File: src/sv/assert_macros.svh
// ----------------------------------------------------------------------------
// assert_macros.svh
// assertion macros shared by the interpolator rtl, empty in synthesis
// ----------------------------------------------------------------------------
`ifndef ASSERT_MACROS_SVH
`define ASSERT_MACROS_SVH
`ifndef SYNTHESIS
// clocked check with explicit clock and active-low reset
`define ASSERT_CLK(lbl, clk, rst_n, prop) \
  lbl: assert property (@(posedge clk) disable iff (!rst_n) (prop)) \
    else $error("%m: check failed");
// clocked check on the module's clk_i and rst_ni
`define ASSERT_CHECK(lbl, prop) `ASSERT_CLK(lbl, clk_i, rst_ni, prop)
`else
`define ASSERT_CLK(lbl, clk, rst_n, prop)
`define ASSERT_CHECK(lbl, prop)
`endif
`endif

File: src/sv/lfi_pkg.sv
// ----------------------------------------------------------------------------
// lfi_pkg
// shared widths, filter coefficients and register codes
// ----------------------------------------------------------------------------
package lfi_pkg;

  localparam int SAMPLE_W   = 12;
  localparam int PRED_W     = 16;
  localparam int CNT_W      = 7;
  localparam int FRAC_W     = 2;
  localparam int DEPTH_W    = 4;
  localparam int SHIFT_W    = 3;
  localparam int CFG_IDX_W  = 3;
  localparam int CFG_DATA_W = 7;

  localparam int TAPS       = 8;
  localparam int LINES      = TAPS - 1;
  localparam int SLOT_W     = $clog2(LINES);
  localparam int CENTER_TAP = TAPS / 2 - 1;

  // horizontal sum of unsigned samples, vertical sum of 16-bit values
  localparam int HSUM_W = 20;
  localparam int VSUM_W = 24;

  localparam int INTERNAL_DEPTH = 14;
  localparam int SEP_SHIFT      = 6;
  localparam int MIN_BLOCK      = 4;
  localparam int DEF_MAX_BLOCK  = 64;
  localparam int MIN_DEPTH      = 8;
  localparam int MAX_DEPTH      = 12;
  localparam int RESET_BLOCK    = 8;
  localparam int RESET_DEPTH    = 8;

  localparam logic [FRAC_W-1:0] FRAC_FULL = 2'd0;

  // register indexes
  localparam logic [CFG_IDX_W-1:0] REG_FRAC_X       = 3'd0;
  localparam logic [CFG_IDX_W-1:0] REG_FRAC_Y       = 3'd1;
  localparam logic [CFG_IDX_W-1:0] REG_BLOCK_WIDTH  = 3'd2;
  localparam logic [CFG_IDX_W-1:0] REG_BLOCK_HEIGHT = 3'd3;
  localparam logic [CFG_IDX_W-1:0] REG_BIT_DEPTH    = 3'd4;

  typedef logic signed [7:0] coef_t;

  localparam coef_t LUMA_TAPS [4][TAPS] = '{
    '{ 8'sd0,  8'sd0,   8'sd0, 8'sd64,  8'sd0,   8'sd0,  8'sd0,  8'sd0 },
    '{-8'sd1,  8'sd4, -8'sd10, 8'sd58, 8'sd17,  -8'sd5,  8'sd1,  8'sd0 },
    '{-8'sd1,  8'sd4, -8'sd11, 8'sd40, 8'sd40, -8'sd11,  8'sd4, -8'sd1 },
    '{ 8'sd0,  8'sd1,  -8'sd5, 8'sd17, 8'sd58, -8'sd10,  8'sd4, -8'sd1 }
  };

  typedef struct packed {
    logic [FRAC_W-1:0]  frac_x;
    logic [FRAC_W-1:0]  frac_y;
    logic [SHIFT_W-1:0] shift1;
    logic [SHIFT_W-1:0] shift3;
  } filt_ctrl_t;

endpackage

File: src/sv/lfi_vfilt.sv
// ----------------------------------------------------------------------------
// lfi_vfilt
// vertical 8-tap luma filter over one column and final scaling
// ----------------------------------------------------------------------------
module lfi_vfilt
  import lfi_pkg::*;
(
  input  logic signed [PRED_W-1:0] colv_i [TAPS],
  input  filt_ctrl_t               ctrl_i,
  output logic [PRED_W-1:0]        pred_o
);

  logic signed [VSUM_W-1:0] sum;
  logic signed [VSUM_W-1:0] sum_sh;
  logic [SHIFT_W-1:0]       vshift;
  logic [PRED_W-1:0]        full_pel;

  always_comb begin
    sum = '0;
    for (int k = 0; k < TAPS; k++) begin
      sum = sum + VSUM_W'(LUMA_TAPS[ctrl_i.frac_y][k]) * VSUM_W'(colv_i[k]);
    end
    // vertical-only drops bitdepth-8, separable drops the fixed 6
    vshift   = (ctrl_i.frac_x == FRAC_FULL) ? ctrl_i.shift1 : SHIFT_W'(SEP_SHIFT);
    sum_sh   = sum >>> vshift;
    full_pel = colv_i[CENTER_TAP] << ctrl_i.shift3;
    if (ctrl_i.frac_y != FRAC_FULL) begin
      pred_o = sum_sh[PRED_W-1:0];
    end else if (ctrl_i.frac_x == FRAC_FULL) begin
      pred_o = full_pel;
    end else begin
      pred_o = colv_i[CENTER_TAP];
    end
  end

endmodule

File: config.mk
export PLATFORM = sky130hd
export DESIGN_NAME = lfi_vfilt
export DESIGN_NICKNAME = d
export VERILOG_FILES = /design/src/sv/assert_macros.svh /design/src/sv/lfi_pkg.sv /design/src/sv/lfi_vfilt.sv
export SDC_FILE = /design/constraint.sdc
export NUM_CORES = 2
export LEC_CHECK = 0
export BUFFER_PORTS_ARGS = -buffer_cell sky130_fd_sc_hd__buf_2
export CORE_MARGIN = 8
export CORE_UTILIZATION = 45
export DETAILED_ROUTE_END_ITERATION = 7
export PLACE_DENSITY_LB_ADDON = 0.08
export SYNTH_ARGS = -nofsm -noshare
export SYNTH_HDL_FRONTEND = slang
export SYNTH_SLANG_ARGS = --single-unit
File: constraint.sdc
create_clock -name vclk -period 13.1
set_clock_uncertainty 0.2 [all_clocks]
set_input_delay 0.655 -clock vclk [all_inputs]
set_output_delay 0.655 -clock vclk [all_outputs]
set_load 0.02 [all_outputs]
==> run metrics <==
Die ar.=67100 sq um; Ports=154; CP max stage cell=ha_1; die height=259 um; Max Clk Rate=0.0857 GHz; Gate Count Post-Synth=2702; Starting Density=0.453; CTS Hold Buffers Added=0; largest family of logic cells by synthesized area=adder cells; drt pass-1 iters=5; FFs & Latches=0; Final min period=11.67 ns; DRC viols=0; most frequent cells in the layout=inv_1 (765), fa_1 (723), ha_1 (291); Worst setup EP type=output pin; Slew Viols, Final=0; Setup Buffers After CTS=0; number of clock buffers in the layout=0; antenna violations before repair=1; max_slew headroom=0.361; multi-input logic area=23400 sq um; Max Cap Violations=0; post-cts sizing count=0; CP Class=in2out; Final Net Count=3934; Fin Setup TNS=0 ns; first-pass GRT wire length=113000 um; final hold vios=0; Setup-failing EPs final=0; Filler cells=5598; PortBufs=154; DPL Wire Length=63400 um; total wire length=69800 um; Worst EP required=12.24 ns; mux share of post-synthesis cell area=0.0192; CP Max Fanout=26; Ys Warns=0; GRT Overall Usage=0.217; DR WL/cell=19.7 um; adder-cell share of the synthesized area=0.684; Die W=259 um; Most common cell on crit path=fa_1; Mapped Area=26600 sq um; layout cell share with drive strength beyond 1=0.0731; DRT iter0 DRCs=858; RSZ-0062 raised after global routing=false; hold path cells=5; placer congestion estimate=0.900; Synth Area in Simple Gates=0.110; CP Launch Type=primary input; status=finished, final reports clean; Hold WC Path Type=in2out; Core Box Area=58700 sq um; via density per instance=4.94; via count=17600; XOR/XNOR share of the synthesized area=0.0263; largest net degree at the start of global routing=78; register area share after synthesis=0; row count=89; Cell variety after synth=64; Detail Route Antenna Nets=0; max incr delay on CP=0.86 ns; number of global-route vias before repair=20300; GRT overflow=0; Storage cell area=0 sq um; syn_area_per_cell=9.84 sq um; Syn-to-layout area delta=5.50%; Crit path arrival time=10.82 ns; Slew @ Worst Pin=0.958 ns; fin crit share=0.891; Compound-Gate Fraction of Synth Area=0.0379; commonest non-fill, non-tap cell in the layout=inv_1
## per-layer routing
metal	track usage	vias up	routed length, um
li1	-	8026	-
met1	0.278	9185	28400
met2	0.410	296	37900
met3	0.00894	42	2170
met4	0.0311	2	1270
met5	0	-	13
## layout make-up
| cell class | instances | share of cell area |
|---|---|---|
| inverters | 767 | 0.103 |
| multi-input cells | 1846 | 0.833 |
| well taps | 773 | 0.0345 |
| repair buffers | 164 | 0.0301 |
| diodes | 1 | 0.0000892 |
## critical path, delay by kind of cell
kind | cells | cell delay, ns
xor+xnor | 1 | 0.25
compound gates | 5 | 0.86
simple gates | 3 | 0.59
buf+inv | 12 | 2.01
fa+ha+maj | 12 | 6.29
mux | 1 | 0.12
## final timing paths
check                  from    endpoint  slack (ns)
hold / removal    ctrl_i[5]   pred_o[7]        1.72
setup / recovery  ctrl_i[7]  pred_o[14]        1.43
## cell families after synthesis
kind of cell	after synthesis
mux	44
buf+inv	858
other cells	1
fa+ha+maj	1020
compound gates	140
simple gates	560
xor+xnor	79
## Yosys cell counts (all sizes together), types with 4 or more instances
master    n  area, sq um
a31oi     8         80.1
nor2     60          228
nand2   167          627
mux4      5          113
mux2      4         48.8
nor3      4         20.0
buf      16         90.1
a21oi    33          173
mux2i    35          350
or2      10         62.6
ha      294         3680
a22oi     4         30.0
a21o      7         52.6
o211ai   12         95.1
o21ai    28          155
nand2b   13         81.3
and2    266         1660
xnor2    60          526
nor2b    26          163
clkbuf   75          288
fa      723        14500
a211oi   21          178
xor2     19          174
and3      4         30.0
inv     765         2870
a211o     4         35.0
## metrics by stage
| stage | cells | utilization | area, sq um | hold slack (ns) | worst slack (ns) |
|---|---|---|---|---|---|
| floorplan | 2704 | - | 26600 | 1.35 | 2.50 |
| detailed placement | 3550 | 0.478 | 28100 | 1.71 | 1.38 |
| CTS | 3550 | 0.478 | 28100 | 1.71 | 1.37 |
| finish | 3551 | 0.478 | 28100 | 1.72 | 1.43 |
| global placement | 3550 | 0.478 | 28100 | 1.71 | 1.64 |
| global route | 3550 | 0.478 | 28100 | 1.75 | 0.887 |
