### src/sv/assert_macros.svh
// ----------------------------------------------------------------------------
// assert_macros.svh
// assertion macros shared by the interpolator rtl, empty in synthesis
// ----------------------------------------------------------------------------
`ifndef ASSERT_MACROS_SVH
`define ASSERT_MACROS_SVH
`ifndef SYNTHESIS
// clocked check with explicit clock and active-low reset
`define ASSERT_CLK(lbl, clk, rst_n, prop) \
  lbl: assert property (@(posedge clk) disable iff (!rst_n) (prop)) \
    else $error("%m: check failed");
// clocked check on the module's clk_i and rst_ni
`define ASSERT_CHECK(lbl, prop) `ASSERT_CLK(lbl, clk_i, rst_ni, prop)
`else
`define ASSERT_CLK(lbl, clk, rst_n, prop)
`define ASSERT_CHECK(lbl, prop)
`endif
`endif

### src/sv/lfi_ram.sv
// ----------------------------------------------------------------------------
// lfi_ram
// generic single-write, single-read ram with registered read data
// ----------------------------------------------------------------------------
module lfi_ram #(
  parameter int WIDTH = 16,
  parameter int DEPTH = 72,
  localparam int AW   = $clog2(DEPTH)
) (
  input  logic             clk_i,
  input  logic             we_i,
  input  logic [AW-1:0]    waddr_i,
  input  logic [WIDTH-1:0] wdata_i,
  input  logic             re_i,
  input  logic [AW-1:0]    raddr_i,
  output logic [WIDTH-1:0] rdata_o
);

  logic [WIDTH-1:0] mem_q [DEPTH];
  logic [WIDTH-1:0] rdata_q;

  always_ff @(posedge clk_i) begin
    if (we_i) begin
      mem_q[waddr_i] <= wdata_i;
    end
    if (re_i) begin
      rdata_q <= mem_q[raddr_i];
    end
  end

  assign rdata_o = rdata_q;

endmodule

### config.mk
export PLATFORM = sky130hd
export DESIGN_NAME = lfi_ram
export DESIGN_NICKNAME = d
export VERILOG_FILES = /design/src/sv/assert_macros.svh /design/src/sv/lfi_ram.sv
export SDC_FILE = /design/constraint.sdc
export NUM_CORES = 1
export LEC_CHECK = 0
export ABC_AREA = 1
export BUFFER_PORTS_ARGS = -buffer_cell sky130_fd_sc_hd__buf_2
export CORE_ASPECT_RATIO = 0.5
export CORE_MARGIN = 5
export CORE_UTILIZATION = 45
export CTS_CLUSTER_SIZE = 24
export DETAILED_ROUTE_END_ITERATION = 16
export HOLD_SLACK_MARGIN = 0.05
export PLACE_DENSITY_LB_ADDON = 0.08
export REMOVE_ABC_BUFFERS = 1
export SYNTH_ARGS = -nofsm -noshare
export SYNTH_HDL_FRONTEND = slang
export SYNTH_SLANG_ARGS = --single-unit
### constraint.sdc
create_clock -name clk_i -period 4.8 [get_ports clk_i]
set_input_delay 0.72 -clock clk_i [delete_from_list [all_inputs] [get_ports clk_i]]
set_output_delay 0.72 -clock clk_i [all_outputs]
set_load 0.005 [all_outputs]
==> results.ini, run 1 <==
[drt]
postRouteAntennaNets=0
drt_iter0_markers=3445
drtPass1Iterations=6
viasPerCell=5.592
wl_per_cell_um=25.20
num_vias=30550
routed_wl_um=137700
drc=0

[sta]
skew_ns=0.01766
maxSlewViolCount=0
hold_viol=0
slew_headroom_pct=18.03
setup_tns_ns=0
finalSetupViolations=0
rsz0062_at_grt=false
finalCritPeriodShare_pct=57.12
min_period_ns=2.742
hold_ws_ns=0.4015
tightest_slew_ns=1.230
fmax_ghz=0.3647

[synth]
synth_area_sq_um=47450
yosysSeqAreaShare_pct=73.91
synth-simple-area-share_pct=20.97
ys_ff_latch=1168
synthMuxAreaShare_pct=0
postSynthAreaPerCell_sq_um=12.12
synth-xor-area-share_pct=0
synth_compound_area_share_pct=1.519
synth_cell_type_count=20
synthCells=3914
yosys.area_share.adder_pct=0
yosysWarnings=0
synth_top_family_by_area=simple AND/OR/NAND/NOR gates

[cts]
path_clk_slew_ns=0.06
cts_inserted_buffers=106
cts_setup_buffers=0
cts_resized=0
cts_max_level=3
clock-root-buffer=clkbuf_16
tritoncts=built
clock_latency_ns=0.71
ctsHoldBuffers=0
numClockSinks=1168
cts_buffer_depth=3

[worst_setup_path]
required_ns=5.38
slowest_delay_ns=0.65
cp.arrival_ns=3.32
end_kind=flip-flop
path_cells=buf_8, clkinv_16, buf_4, buf_4, nand2_1, nand3_1, nand3_1, nand2_1, nand2_1, nand3_1, nand3_1, nand2_1, nand2_1, nand2_1
start_kind=input port
crit_fanout=79
crit_top_cell=nand2_1
criticalPathCategory=input port to flip-flop
crit_slowest_cell=buf_4

[cells_and_area]
areaGrowthSynthToFinish_pct=10.68
fin_nets=3985
fillCellCount=9253
layout_commonest_cell=nand2_1
final_cell_mix=1336 x nand2_1, 1168 x edfxtp_1, 868 x nand3_1
layout-drive-gt1-share_pct=8.713

[global_routing]
grt_pass1_wl_um=199600
grt_pass1_vias=28430
grt_max_degree=157
gr-usage-all-layers_pct=24.11
overflow=0
antenna_found_initial=9

[hold_path]
hp-class=input port to flip-flop

[job]
drv_cap=0

[floorplanning]
die_y_um=239.6
die_w_um=469.2
fp-row-count=84
io_pins=49
dieArea_sq_um=112400
start_util_pct=45.24
coreArea_sq_um=104900

[power]
ir_drop_mv=0.2741
leakage_nw=18.56
finalPower_mw=21.08
power_per_cell_area_nw_per_um2=401.4

[placed_design]
hpwl_um=75830
globalplace.congestion=0.8566
io_buffers=48

[outcome]
status=completed

==> cells by family after synthesis <==
family | after synthesis
buffers and inverters | 266
AOI/OAI and AO/OA | 128
and+or+nand+nor | 2352
DFF | 1168
==> routing by layer <==
layer  routed length [um]  track usage (%)  vias to the layer above  share of wire [%]
met5                    0                0                        -                  0
met4                 2556            5.495                        0                1.9
met3                 8920            3.871                      160                6.5
met2                62050            36.92                      961                 45
met1                64140            36.49                    15480                 47
li1                     -                -                    13940                  -
==> power by group <==
group          internal, mW  switching, mW
logic                 0.310           1.04
clock network          4.64           3.80
registers              11.3         0.0189
==> flip-flops by register name (all words and copies together) (netlist names) <==
register / cells
mem_q: 1152
rdata_o: 16
==> Yosys cell counts <==
cell,count,area (sq um)
buf_1,20,75.07
buf_2,101,505.5
buf_4,33,247.7
buf_6,60,675.7
clkbuf_1,36,135.1
edfxtp_1,1168,35070
inv_1,12,45.04
inv_2,2,7.510
inv_4,1,6.260
inv_8,1,11.26
nand2_1,1336,5015
nand3_1,868,4344
nand4_1,6,37.54
nor2_1,132,495.5
nor3_1,4,20.02
nor4_1,6,37.54
o21ai_0,70,350.3
o21ai_1,10,50.05
o21bai_1,16,120.1
o22ai_1,32,200.2
==> area by class of cell <==
| class | instances | area, sq um | area share (%) |
|---|---|---|---|
| Clock buffer | 133 | 2860 | 5.446 |
| Inverter | 16 | 106.4 | 0.2025 |
| Sequential cell | 1168 | 35070 | 66.78 |
| Timing Repair Buffer | 180 | 1445 | 2.751 |
| Tap cell | 1419 | 1775 | 3.380 |
| Antenna cell | 4 | 10.01 | 0.01906 |
| Multi-Input combinational cell | 2480 | 10740 | 20.44 |
| Clock inverter | 63 | 516.7 | 0.9838 |
==> through the flow <==
step	worst slack (ns)	utilization [%]	cells	area, sq um
6_report	2.058	50.07	5463	52520
5_1_grt	2.016	50.07	5461	52520
4_1_cts	2.188	50.06	5459	52510
3_5_place_dp	1.417	46.84	5263	49140
3_3_place_gp	1.398	46.84	5263	49140
2_1_floorplan	1.635	-	3664	45810
==> path summary, 6_finish.rpt <==
| kind | startpoint | to | slack, ns | cells past startpoint |
|---|---|---|---|---|
| setup reg to reg | mem_q[31][8]$_DFFE_PP_ | rdata_o[8]$_DFFE_PP_ | 2.79 | 10 |
| hold reg to reg | mem_q[68][10]$_DFFE_PP_ | rdata_o[10]$_DFFE_PP_ | 0.73 | 4 |
| hold / removal | wdata_i[14] | mem_q[47][14]$_DFFE_PP_ | 0.40 | 1 |
| setup / recovery | raddr_i[0] | rdata_o[4]$_DFFE_PP_ | 2.06 | 14 |
==> worst max-delay path: cells and delay by family <==
family        cells  cell delay, ns
buf+inv           4            1.33
simple gates     10            1.12
Power figures use the tool's default switching activity.
==> run 2: changes to the inputs <==
Clock period 4.8 ns to 2.8 ns, I/O delays scaled along.
==> results.ini, run 2 (synthesized netlist as in run 1, its figures left out) <==
[worst_setup_path]
start_kind=input port
crit_buf_inv=4
criticalPathCategory=input port to flip-flop
end_kind=flip-flop
crit_slowest_cell=buf_12
cp.arrival_ns=2.83
path_depth=14
required_ns=3.36
slowest_delay_ns=0.37
crit_fanout=88
r2r_cells=10
crit_top_cell=nand2_1
cp_top_family=simple AND/OR/NAND/NOR gates
path_cells=buf_8, buf_12, buf_12, buf_4, nand2_1, nand3_1, nand3_1, nand2_1, nand2_1, nand3_1, nand3_1, nand2_1, nand2_1, nand2_1

[cts]
tritoncts=built
cts_inserted_buffers=105
cts_resized=0
numClockSinks=1168
cts_setup_buffers=0
clock_latency_ns=0.71
cts_max_level=3
ctsHoldBuffers=0
clock-root-buffer=clkbuf_16
cts_buffer_depth=3
path_clk_slew_ns=0.06

[placed_design]
hpwl_um=80820
dp.cells=5363
io_buffers=48
globalplace.congestion=0.8262

[global_routing]
grt_max_degree=94
grt_pass1_vias=29000
overflow=0
grt_pass1_wl_um=202000
antenna_found_initial=3
gr-usage-all-layers_pct=24.42

[cells_and_area]
areaGrowthSynthToFinish_pct=13.46
final_util_pct=51.33
fin_nets=4084
regMostFlops=mem_q
stdcell_count=5557
fillCellCount=9144
final_cell_mix=1336 x nand2_1, 1168 x edfxtp_1, 868 x nand3_1
layout_commonest_cell=nand2_1
largest_reg_flops=1152
layout-drive-gt1-share_pct=10.74

[power]
power_per_cell_area_nw_per_um2=680.2
ir_drop_mv=0.4903
leakage_nw=19.26

[sta]
skew_ns=0.02499
min_period_ns=2.265
finalCritPeriodShare_pct=80.89
rsz0062_at_grt=false
tightest_slew_ns=0.9099
hold_viol=0
finalSetupViolations=0
maxSlewViolCount=0
fmax_ghz=0.4415
slew_headroom_pct=39.34

[floorplanning]
die_w_um=469.2
io_pins=49
die_y_um=239.6
fp-row-count=84
start_util_pct=45.24
dieArea_sq_um=112400
coreArea_sq_um=104900

[drt]
wl_per_cell_um=25.02
drc=0
drt_iter0_markers=3392
postRouteAntennaNets=0
routed_wl_um=139000
drtPass1Iterations=5
viasPerCell=5.552
num_vias=30850

[hold_path]
min_delay_path_depth=2
hp-class=input port to flip-flop

[job]
drv_cap=0

[outcome]
status=completed

## run 2: cell types whose count changed in the layout (fill, tap and decap cells not counted)
cell	change
buf_4	+60
inv_8	-1
clkinvlp_4	-6
buf_12	+40
inv_6	+1
bufinv_16	+5
clkinv_2	-7
clkinv_1	+4
clkbuf_1	-3
clkbuf_16	-1
clkinv_8	+1
inv_1	+1
## run 2: final timing paths
| path | from | endpoint | slack (ns) |
|---|---|---|---|
| hold / removal | wdata_i[7] | mem_q[55][7]$_DFFE_PP_ | 0.20 |
| setup / recovery | raddr_i[0] | rdata_o[6]$_DFFE_PP_ | 0.54 |
| setup reg to reg | mem_q[41][8]$_DFFE_PP_ | rdata_o[8]$_DFFE_PP_ | 0.69 |
| hold reg to reg | mem_q[68][0]$_DFFE_PP_ | rdata_o[0]$_DFFE_PP_ | 0.76 |
## run 2: where the power goes
group | total (mW) | switching (mW) | internal, mW | leakage, nW
Clock | 14.8 | 6.44 | 8.33 | 1.68
Combinational | 2.50 | 1.82 | 0.678 | 7.06
Sequential | 19.3 | 0.0286 | 19.3 | 10.5
Total | 36.6 | 8.29 | 28.3 | 19.3
## run 2: final cells by class
class	count	area [sq um]	share of cell area (%)
antenna	4	10.01	0.01859
clock buffer	129	2824	5.245
clock inverter	61	621.8	1.155
inverter	16	103.9	0.1929
multi-input combinational	2480	10740	19.94
sequential	1168	35070	65.14
tap	1419	1775	3.298
timing repair buffer	280	2696	5.008
## run 2: worst register-to-register path: stages (launching register included)
cell and delay (ns):
edfxtp_1 0.37, nand2_1 0.07, nand3_1 0.08, nand3_1 0.09, nand2_1 0.06, nand2_1 0.19
nand3_1 0.53, nand3_1 0.26, nand2_1 0.09, nand2_1 0.08, nand2_1 0.06
## run 2: per-stage QoR
stage          worst slack (ns)  instance area, sq um  TNS, ns  hold WS (ns)  power [mW]
6_report                 0.5352                 53840        0        0.2050       36.62
5_1_grt                  0.3820                 53830        0        0.1747       37.82
4_1_cts                  0.5856                 53830        0        0.1541       36.84
3_5_place_dp            -0.1862                 50380  -0.4934        0.7331       22.22
3_3_place_gp            -0.2129                 50380  -0.4734        0.7396       22.20
2_1_floorplan          -0.06506                 45810   -6.190        0.5189       20.66
## run 2: routing by layer
metal	routed length (um)	up-vias	global-route usage, %
li1	-	14140	-
met1	64990	15380	37.82
met2	59350	1144	35.52
met3	11260	181	4.575
met4	3442	0	6.300
met5	0	-	0
