===== src/sv/assert_macros.svh =====
// ----------------------------------------------------------------------------
// assert_macros.svh
// assertion macros shared by the interpolator rtl, empty in synthesis
// ----------------------------------------------------------------------------
`ifndef ASSERT_MACROS_SVH
`define ASSERT_MACROS_SVH
`ifndef SYNTHESIS
// clocked check with explicit clock and active-low reset
`define ASSERT_CLK(lbl, clk, rst_n, prop) \
  lbl: assert property (@(posedge clk) disable iff (!rst_n) (prop)) \
    else $error("%m: check failed");
// clocked check on the module's clk_i and rst_ni
`define ASSERT_CHECK(lbl, prop) `ASSERT_CLK(lbl, clk_i, rst_ni, prop)
`else
`define ASSERT_CLK(lbl, clk, rst_n, prop)
`define ASSERT_CHECK(lbl, prop)
`endif
`endif


===== src/sv/lfi_pkg.sv =====
// ----------------------------------------------------------------------------
// lfi_pkg
// shared widths, filter coefficients and register codes
// ----------------------------------------------------------------------------
package lfi_pkg;

  localparam int SAMPLE_W   = 12;
  localparam int PRED_W     = 16;
  localparam int CNT_W      = 7;
  localparam int FRAC_W     = 2;
  localparam int DEPTH_W    = 4;
  localparam int SHIFT_W    = 3;
  localparam int CFG_IDX_W  = 3;
  localparam int CFG_DATA_W = 7;

  localparam int TAPS       = 8;
  localparam int LINES      = TAPS - 1;
  localparam int SLOT_W     = $clog2(LINES);
  localparam int CENTER_TAP = TAPS / 2 - 1;

  // horizontal sum of unsigned samples, vertical sum of 16-bit values
  localparam int HSUM_W = 20;
  localparam int VSUM_W = 24;

  localparam int INTERNAL_DEPTH = 14;
  localparam int SEP_SHIFT      = 6;
  localparam int MIN_BLOCK      = 4;
  localparam int DEF_MAX_BLOCK  = 64;
  localparam int MIN_DEPTH      = 8;
  localparam int MAX_DEPTH      = 12;
  localparam int RESET_BLOCK    = 8;
  localparam int RESET_DEPTH    = 8;

  localparam logic [FRAC_W-1:0] FRAC_FULL = 2'd0;

  // register indexes
  localparam logic [CFG_IDX_W-1:0] REG_FRAC_X       = 3'd0;
  localparam logic [CFG_IDX_W-1:0] REG_FRAC_Y       = 3'd1;
  localparam logic [CFG_IDX_W-1:0] REG_BLOCK_WIDTH  = 3'd2;
  localparam logic [CFG_IDX_W-1:0] REG_BLOCK_HEIGHT = 3'd3;
  localparam logic [CFG_IDX_W-1:0] REG_BIT_DEPTH    = 3'd4;

  typedef logic signed [7:0] coef_t;

  localparam coef_t LUMA_TAPS [4][TAPS] = '{
    '{ 8'sd0,  8'sd0,   8'sd0, 8'sd64,  8'sd0,   8'sd0,  8'sd0,  8'sd0 },
    '{-8'sd1,  8'sd4, -8'sd10, 8'sd58, 8'sd17,  -8'sd5,  8'sd1,  8'sd0 },
    '{-8'sd1,  8'sd4, -8'sd11, 8'sd40, 8'sd40, -8'sd11,  8'sd4, -8'sd1 },
    '{ 8'sd0,  8'sd1,  -8'sd5, 8'sd17, 8'sd58, -8'sd10,  8'sd4, -8'sd1 }
  };

  typedef struct packed {
    logic [FRAC_W-1:0]  frac_x;
    logic [FRAC_W-1:0]  frac_y;
    logic [SHIFT_W-1:0] shift1;
    logic [SHIFT_W-1:0] shift3;
  } filt_ctrl_t;

endpackage


===== src/sv/lfi_hfilt.sv =====
// ----------------------------------------------------------------------------
// lfi_hfilt
// horizontal 8-tap luma filter over one window row, or full-pel pass
// ----------------------------------------------------------------------------
module lfi_hfilt
  import lfi_pkg::*;
(
  input  logic [SAMPLE_W-1:0] win_i [TAPS],
  input  filt_ctrl_t          ctrl_i,
  output logic [PRED_W-1:0]   cur_o
);

  logic signed [HSUM_W-1:0] sum;
  logic signed [HSUM_W-1:0] sum_sh;

  always_comb begin
    sum = '0;
    for (int k = 0; k < TAPS; k++) begin
      sum = sum + HSUM_W'(LUMA_TAPS[ctrl_i.frac_x][k])
                * $signed({{(HSUM_W - SAMPLE_W){1'b0}}, win_i[k]});
    end
    sum_sh = sum >>> ctrl_i.shift1;
    if (ctrl_i.frac_x != FRAC_FULL) begin
      cur_o = sum_sh[PRED_W-1:0];
    end else begin
      cur_o = {{(PRED_W - SAMPLE_W){1'b0}}, win_i[CENTER_TAP]};
    end
  end

endmodule


===== config.mk =====
export PLATFORM = sky130hd
export DESIGN_NAME = lfi_hfilt
export DESIGN_NICKNAME = d
export VERILOG_FILES = /design/src/sv/assert_macros.svh /design/src/sv/lfi_pkg.sv /design/src/sv/lfi_hfilt.sv
export SDC_FILE = /design/constraint.sdc
export NUM_CORES = 1
export LEC_CHECK = 0
export ABC_CLOCK_PERIOD_IN_PS = 14900
export BUFFER_PORTS_ARGS = -buffer_cell sky130_fd_sc_hd__buf_2
export CAP_MARGIN = 20
export CORE_MARGIN = 5
export CORE_UTILIZATION = 25
export DETAILED_ROUTE_END_ITERATION = 10
export PLACE_DENSITY = 0.46
export SYNTH_ARGS = -nofsm -noshare
export SYNTH_HDL_FRONTEND = slang
export SYNTH_SLANG_ARGS = --single-unit

===== constraint.sdc =====
create_clock -name vclk -period 14.9
set_input_delay 2.98 -clock vclk [all_inputs]
set_output_delay 2.98 -clock vclk [all_outputs]
set_load 0.05 [all_outputs]

==> metrics.md, run 1 <==
| Metric | Value |
|---|---|
| Delay-heaviest family, CP | adder cells |
| Critical Path Sink Type | output pin |
| DRC violations left | 0 |
| Die W | 289.3 um |
| Area of the multi-input gates | 17210 um2 |
| Chip height | 289.3 um |
| Avg WL per Cell | 17.64 um |
| Hold crit path type | in2out |
| YS warnings | 0 |
| Pins Over Slew Limit | 0 |
| Placed cells | 3261 |
| Port bufs | 117 |
| FP Rows | 102 |
| Vias in the first global route | 15448 |
| Slowest CP cell | fa_2 |
| Worst Max-Slew Pin Slew | 0.5599 ns |
| Max_cap viols | 0 |
| Netlist Area Pre-Place | 19500 um2 |
| Detailed Routing Iterations Pass 1 | 5 |
| Number of DRC markers in iteration 0 | 493 |
| GRT Util Overall | 14.05% |
| Max frequency | 68.27 MHz |
| Vias per std cell | 4.142 |
| Die footprint | 83670 um2 |
| Critical Path RT | 11.92 ns |
| Worst Setup Path Type | in2out |
| Top cell type's share of synthesized area | 51.95% |
| Top cells by count, synth | inv_1 (635), fa_1 (506), ha_1 (263), and2_1 (198), nand2_1 (113) |
| Period utilization | 98.30% |
| Worst setup SP type | primary input |
| Area delta synth->final | 16.36% |
| Io pins | 122 |
| Antenna violations before repair | 12 |
| Nets | 3106 |
| Crit-path max FO | 6 |
| Grt ovf | 0 |
| Sequential Area | 0 um2 |
| Core ar. | 77340 um2 |
| Status | completed |
| Post-synthesis sequential area ratio | 0% |
| Worst EP arrival | 11.67 ns |
| Cell repeated most along the worst path | fa_1 |
| Post-Syn Nets | 2901 |
| Routed vias | 13554 |
| Cell taking the most area after synthesis | fa_1 |
| Clkbuf count | 0 |
| ANT nets after route | 0 |
| Number of fill cells in the layout | 8309 |
| Share of cells above drive strength 1 | 14.89% |
| Final setup fails | 0 |
| Seq Cell Count | 0 |
| Routability cong. | 0.8871 |
| Final Routed Wirelength | 57710 um |
| Hold Fails Final Rpt | 0 |
| Netlist cell types | 59 |
| Initial Util | 25.21% |
| Most common cell in the netlist | inv_1 |
| CP max stage delay | 0.58 ns |
| Cells after Synth | 2026 |
| Area contributors post-synth | fa_1 (52%), ha_1 (17%), inv_1 (12%) |
| Tmin final | 14.65 ns |
| CP Buf/Inv Count | 13 |
| Rel. slew slack | 62.44% |
| Largest net degree at the start of global routing | 37 |
| DP Wirelength | 53790 um |
| Average size of a mapped cell | 9.624 um2 |
| First-pass GRT wire length | 90280 um |
| Hold buffer count at CTS | 0 |
| Layout Cells excl Fill | 3272 |
## cell usage in the layout (no fill, tap or decap), types with 6 or more instances in the layout
cell type / n
nand2b_1: 6
nor2_1: 43
nor2b_1: 18
ha_4: 6
or2_2: 9
nand2_1: 111
buf_12: 6
o21ai_1: 6
fa_1: 502
a211oi_1: 9
a21o_1: 6
and2_1: 195
nor3_1: 6
o211ai_1: 9
buf_4: 133
a21oi_1: 18
buf_2: 106
inv_1: 632
ha_1: 254
xnor2_1: 27
## layer usage
layer	up-vias	track usage [%]	wire (um)
met3	48	0.6452	1347
met2	190	25.91	30340
li1	6320	-	-
met4	6	1.848	1105
met1	6990	18.75	24880
met5	-	0	41
## cell families (layout without fill, tap and decap cells)
logic type | Yosys count | after routing | share of synthesized area, %
adder cells (fa/ha/maj) | 769 | 769 | 68.83
buffers and inverters | 691 | 894 | 13.32
AND/OR/NAND/NOR | 415 | 415 | 11.37
AO/OA/AOI/OAI | 106 | 106 | 3.972
XOR/XNOR | 32 | 32 | 1.508
multiplexers | 13 | 13 | 1.001
other | 0 | 3 | 0
## path summary, 6_finish.rpt
kind | slack [ns] | cells past startpoint | startpoint | end
setup / recovery | 0.25 | 33 | ctrl_i[9] | cur_o[10]
hold / removal | 6.47 | 4 | ctrl_i[5] | cur_o[2]
## layout make-up
cell class | instances | share of cell area, %
Antenna cell | 3 | 0.03309
Inverter | 639 | 10.59
Multi-Input combinational cell | 1335 | 75.85
Tap cell | 1040 | 5.735
Timing Repair Buffer | 255 | 7.792
## what timing repair did
action / 4_1_cts / 5_1_grt
endpoints found under the setup margin: 3 / 13
pin swaps: 0 / 32
resized for setup: 4 / 74
buffers inserted: 0 / 8
## per-stage QoR
stage	area [um2]	utilization, %	hold slack [ns]	setup TNS [ns]	setup WS [ns]
2_1_floorplan	19560	-	6.165	0	0.005974
3_3_place_gp	22320	28.86	6.466	-0.01291	-0.009049
3_5_place_dp	22320	28.86	6.465	-0.0009868	-0.0009868
4_1_cts	22330	28.87	6.467	0	0.005670
5_1_grt	22690	29.33	6.502	-0.02128	-0.02128
6_report	22690	29.34	6.473	0	0.2530
Power of run 1 is left out: the tool's default activity adds up to more than one toggle a clock period on the data nets, which glitch-free logic cannot reach.
==> run 2: changes to the inputs <==
--- a/config.mk
+++ b/config.mk
@@ -5,7 +5,7 @@
 export SDC_FILE = /design/constraint.sdc
 export NUM_CORES = 1
 export LEC_CHECK = 0
-export ABC_CLOCK_PERIOD_IN_PS = 14900
+export ABC_CLOCK_PERIOD_IN_PS = 13000
 export BUFFER_PORTS_ARGS = -buffer_cell sky130_fd_sc_hd__buf_2
 export CAP_MARGIN = 20
 export CORE_MARGIN = 5
==> constraint.sdc (replaced) <==
create_clock -name vclk -period 13
set_input_delay 2.6 -clock vclk [all_inputs]
set_output_delay 2.6 -clock vclk [all_outputs]
set_load 0.05 [all_outputs]
==> run 2 against run 1 <==
  * The run now ends with negative setup slack left
  * Sequential share of layout area stayed put
  * Die area stayed put
  * Design area is 9.2% higher
  * Setup slack worse by 0.86 ns
  * First-iteration DRC count is 5.1% higher
  * Global-route usage is 0.52 points higher
  * Via count is 3.5% higher
  * Clock-buffer cell count stayed put
  * Hold slack worse by 0.78 ns
  * Critical path type unchanged
==> metrics.md, run 2 (synthesized netlist as in run 1, its figures left out) <==
| Metric | Value |
|---|---|
| CP max stage delay | 0.60 ns (was 0.58 ns) |
| Most frequent cells in the layout | inv_1 (600), fa_1 (482), buf_4 (271) (was inv_1 (632), fa_1 (502), ha_1 (254)) |
| Hold buffer count at CTS | 0 (unchanged) |
| Seq Cell Count | 0 (unchanged) |
| Initial Util | 25.21% (unchanged) |
| RSZ-0062 raised after global routing | true |
| CP Buf/Inv Count | 10 (was 13) |
| Number of fill cells in the layout | 8193 (was 8309) |
| ANT nets after route | 0 (unchanged) |
| Hold Fails Final Rpt | 0 (unchanged) |
| Worst Setup Path Type | in2out (unchanged) |
| Delay-heaviest family, CP | adder cells (unchanged) |
| Final setup fails | 16 (was 0) |
| Nets | 3267 (was 3106) |
| Violated checks | negative setup slack |
| DP Wirelength | 54610 um (was 53790 um) |
| Final Routed Wirelength | 59510 um (was 57710 um) |
| Max frequency | 73.48 MHz |
| Worst Max-Slew Pin Slew | 0.6396 ns (was 0.5599 ns) |
| Max_cap viols | 0 (unchanged) |
| Sequential Area | 0 um2 (unchanged) |
| Status | complete, but fails checks (was completed) |
| Slowest CP cell | fa_1 (was fa_2) |
| Vias per std cell | 4.087 (was 4.142) |
| Worst setup SP type | primary input (unchanged) |
| Largest net degree at the start of global routing | 50 (was 37) |
| Antenna violations before repair | 5 (was 12) |
| Clkbuf count | 0 (unchanged) |
| Area of the multi-input gates | 17860 um2 (was 17210 um2) |
| GRT Util Overall | 14.56% (was 14.05%) |
| Crit-path max FO | 7 (was 6) |
| Share of cells above drive strength 1 | 25.40% (was 14.89%) |
| Routability cong. | 0.8691 (was 0.8871) |
| Cell repeated most along the worst path | fa_1 (unchanged) |
| Number of DRC markers in iteration 0 | 518 (was 493) |
| Post-route design area | 24780 um2 (was 22690 um2) |
| Crit path from | ctrl_i[9] (unchanged) |
| Routed vias | 14035 (was 13554) |
| Rel. slew slack | 57.10% (was 62.44%) |
| FP Rows | 102 (unchanged) |
| Hold Slack | 5.696 ns (was 6.473 ns) |
| DRC violations left | 0 (unchanged) |
| Area delta synth->final | 27.11% (was 16.36%) |
| Post-route setup slack | -0.6087 ns (was 0.2530 ns) |
| Worst EP arrival | 11.01 ns (was 11.67 ns) |
| Tmin final | 13.61 ns |
| Commonest non-fill, non-tap cell in the layout | inv_1 (unchanged) |
| Pins Over Slew Limit | 0 (unchanged) |
| First-pass GRT wire length | 92980 um (was 90280 um) |
| Hold crit path type | in2out (unchanged) |
| Period utilization | 104.7% |
| Critical Path Sink Type | output pin (unchanged) |
| Crit path to | cur_o[14] (was cur_o[10]) |
| Die W | 289.3 um (unchanged) |
| Io pins | 122 (unchanged) |
| Grt ovf | 0 (unchanged) |
| Detailed Routing Iterations Pass 1 | 5 (unchanged) |
| Chip height | 289.3 um (unchanged) |
| Stages on worst setup path | 30 (was 33) |
| Die footprint | 83670 um2 (unchanged) |
| Vias in the first global route | 15848 (was 15448) |
| Critical Path RT | 10.40 ns (was 11.92 ns) |
| Core ar. | 77340 um2 (unchanged) |
| Avg WL per Cell | 17.33 um (was 17.64 um) |
| Post-place instance area | 23630 um2 (was 22320 um2) |
| Port bufs | 117 (unchanged) |
run 2: how the worst min path moves through the flow:
| stage | slack, ns | depth (start not counted) | from | end |
|---|---|---|---|---|
| 4_1_cts | 5.69 | 4 | ctrl_i[5] | cur_o[2] |
| 6_report | 5.70 | 4 | ctrl_i[5] | cur_o[2] |
| 5_1_grt | 5.72 | 4 | ctrl_i[5] | cur_o[2] |
| 2_1_floorplan | 5.40 | 1 | win_i[56] | cur_o[8] |
| 3_5_place_dp | 5.69 | 4 | ctrl_i[5] | cur_o[2] |
| 3_3_place_gp | 5.69 | 4 | ctrl_i[5] | cur_o[2] |
run 2: final cells by class:
| cell class | instances | share of cell area [%] |
|---|---|---|
| tap | 1040 | 5.251 |
| antenna | 4 | 0.04039 |
| timing repair buffer | 416 | 12.83 |
| multi-input combinational | 1335 | 72.08 |
| inverter | 639 | 9.800 |
run 2: metal layers:
metal | GRT usage [%] | vias to the layer above | wire [um] | share of wire [%]
li1 | - | 6647 | - | -
met1 | 20.02 | 7156 | 26230 | 44
met2 | 26.19 | 198 | 30500 | 51
met3 | 0.4642 | 34 | 1537 | 2.6
met4 | 2.196 | 0 | 1253 | 2.1
met5 | 0 | - | 0 | 0
run 2: repair_timing:
item / in CTS / in global routing
pin swaps: 75 / 78
endpoints found under the setup margin: 16 / 16
buffers inserted: 26 / 23
resized for setup: 127 / 71
hold endpoints to repair: 0 / 0
cloned: 2 / 0
run 2: per-stage QoR:
step           setup slack, ns  utilization, %  TNS [ns]  instances
3_3_place_gp           -0.9154           30.55    -11.92       3388
2_1_floorplan          -0.3680               -    -1.895       2026
3_5_place_dp           -0.9660           30.55    -12.65       3388
4_1_cts                -0.6776           31.49    -8.405       3411
5_1_grt                -0.8611           32.03    -11.31       3430
6_report               -0.6087           32.04    -7.378       3434
Power of run 2 is left out for the same reason.
==> run 3: changes to the inputs <==
--- a/config.mk
+++ b/config.mk
@@ -8,10 +8,11 @@
 export ABC_CLOCK_PERIOD_IN_PS = 13000
 export BUFFER_PORTS_ARGS = -buffer_cell sky130_fd_sc_hd__buf_2
 export CAP_MARGIN = 20
+export CORE_ASPECT_RATIO = 1.25
 export CORE_MARGIN = 5
-export CORE_UTILIZATION = 25
+export CORE_UTILIZATION = 35
 export DETAILED_ROUTE_END_ITERATION = 10
-export PLACE_DENSITY = 0.46
+export PLACE_DENSITY = 0.52
 export SYNTH_ARGS = -nofsm -noshare
 export SYNTH_HDL_FRONTEND = slang
 export SYNTH_SLANG_ARGS = --single-unit
==> run 3 against run 2 <==
  * The run still ends with negative setup slack left
  * Via count is 1.4% higher
  * First-iteration DRC count grew 13%
  * Sequential share of layout area unchanged
  * Utilization grew 12 points
  * Cell count decreased by 9.1%
  * Global-route usage increased by 4.9 points
  * Clock-buffer cell count unchanged
  * Die area down 28%
  * Design area decreased by 1.3%
  * Non-clock buffer count shrank 4
==> metrics.md, run 3 (synthesized netlist as in run 1, its figures left out) <==
| Metric | Value |
|---|---|
| Status | complete, but fails checks (unchanged) |
| Violated checks | negative setup slack (unchanged) |
| Hold Slack | 5.699 ns (was 5.696 ns) |
| DP Wirelength | 51910 um (was 54610 um) |
| Max frequency | 73.78 MHz (was 73.48 MHz) |
| Rel. slew slack | 52.17% (was 57.10%) |
| Pins Over Slew Limit | 0 (unchanged) |
| Initial Util | 35.44% (was 25.21%) |
| Chip height | 273.9 um (was 289.3 um) |
| Number of DRC markers in iteration 0 | 587 (was 518) |
| DRC violations left | 0 (unchanged) |
| Vias per std cell | 4.558 (was 4.087) |
| Io pins | 122 (unchanged) |
| Hold Fails Final Rpt | 0 (unchanged) |
| Worst EP arrival | 10.95 ns (was 11.01 ns) |
| Hold buffer count at CTS | 0 (unchanged) |
| Hold crit path type | in2out (unchanged) |
| Post-route design area | 24460 um2 (was 24780 um2) |
| Pre-CTS setup slack | -0.9258 ns (was -0.9660 ns) |
| Routed vias | 14225 (was 14035) |
| RSZ-0062 raised after global routing | true (unchanged) |
| Final Routed Wirelength | 57290 um (was 59510 um) |
| Routability cong. | 0.9013 (was 0.8691) |
| Die W | 221.1 um (was 289.3 um) |
| Nets | 3263 (was 3267) |
| ANT nets after route | 0 (unchanged) |
| Critical Path RT | 10.40 ns (about the same) |
| Die footprint | 60560 um2 (was 83670 um2) |
| Grt ovf | 0 (unchanged) |
| Max_cap viols | 0 (unchanged) |
| Sequential Area | 0 um2 (unchanged) |
| Final setup fails | 16 (unchanged) |
| Largest net degree at the start of global routing | 50 (unchanged) |
| GRT Util Overall | 19.49% (was 14.56%) |
| Clkbuf count | 0 (unchanged) |
| Commonest non-fill, non-tap cell in the layout | inv_1 (unchanged) |
| Avg WL per Cell | 18.36 um (was 17.33 um) |
| Worst Max-Slew Pin Slew | 0.7130 ns (was 0.6396 ns) |
| Area delta synth->final | 25.46% (was 27.11%) |
| Slowest CP cell | fa_1 (unchanged) |
| Tmin final | 13.55 ns (was 13.61 ns) |
| Port bufs | 117 (unchanged) |
| Antenna violations before repair | 1 (was 5) |
| Core Util, Final | 44.46% (was 32.04%) |
| Cell repeated most along the worst path | fa_1 (unchanged) |
| First-pass GRT wire length | 92090 um (was 92980 um) |
| Detailed Routing Iterations Pass 1 | 5 (unchanged) |
| Vias in the first global route | 16428 (was 15848) |
| Seq Cell Count | 0 (unchanged) |
| Most frequent cells in the layout | inv_1 (598), fa_1 (482), buf_4 (268) (was inv_1 (600), fa_1 (482), buf_4 (271)) |
| Ant. Diodes | 0 (was 4) |
| Core ar. | 55010 um2 (was 77340 um2) |
| Crit-path max FO | 7 (unchanged) |
| Post-place instance area | 23210 um2 (was 23630 um2) |
| Period utilization | 104.3% (was 104.7%) |
| CP max stage delay | 0.59 ns (was 0.60 ns) |
| Post-route setup slack | -0.5547 ns (was -0.6087 ns) |
| FP Rows | 96 (was 102) |
| Worst Setup Path Type | in2out (unchanged) |
| Number of fill cells in the layout | 5468 (was 8193) |
| Critical Path Sink Type | output pin (unchanged) |
| Share of cells above drive strength 1 | 25.78% (was 25.40%) |
| Worst setup SP type | primary input (unchanged) |
run 3: cell types whose count changed in the layout (fill, tap and decap cells not counted), sizes merged:
cell / before / now
diode: 4 / 0
buf: 416 / 412
run 3: through the flow:
| step | instances | TNS (ns) |
|---|---|---|
| 5_1_grt | 3121 | -10.27 |
| 3_5_place_dp | 3079 | -11.83 |
| 3_3_place_gp | 3079 | -11.03 |
| 6_report | 3121 | -6.000 |
| 2_1_floorplan | 2026 | -1.895 |
| 4_1_cts | 3114 | -6.482 |
run 3: repair_timing:
item	4_1_cts	5_1_grt
resized for setup	171	44
buffers inserted	35	8
cloned	3	0
endpoints found under the setup margin	16	16
pin swaps	121	79
run 3: per-layer routing:
layer / global-route usage, % / wire [um] / up-vias
met2: 35.76 / 29960 / 249
met5: 0 / 7 / -
li1: - / - / 6630
met4: 6.857 / 2776 / 2
met1: 24.70 / 23080 / 7276
met3: 0.7174 / 1464 / 68
run 3: cell type report:
class	count	area (um2)	area share, %
Timing Repair Buffer	412	3208	13.12
Multi-Input combinational cell	1335	17900	73.18
Tap cell	735	919.6	3.760
Inverter	639	2434	9.949
run 3: final timing paths:
path / cells past startpoint / start / end
min: 4 / ctrl_i[5] / cur_o[2]
max: 31 / ctrl_i[9] / cur_o[14]
run 3: worst max-delay path: cells and delay by family:
| family | cells | cell delay, ns |
|---|---|---|
| adder cells (fa/ha/maj) | 12 | 5.46 |
| AO/OA/AOI/OAI | 6 | 1.67 |
| buffers and inverters | 11 | 0.92 |
| AND/OR/NAND/NOR | 2 | 0.27 |
Power of run 3 is left out for the same reason.
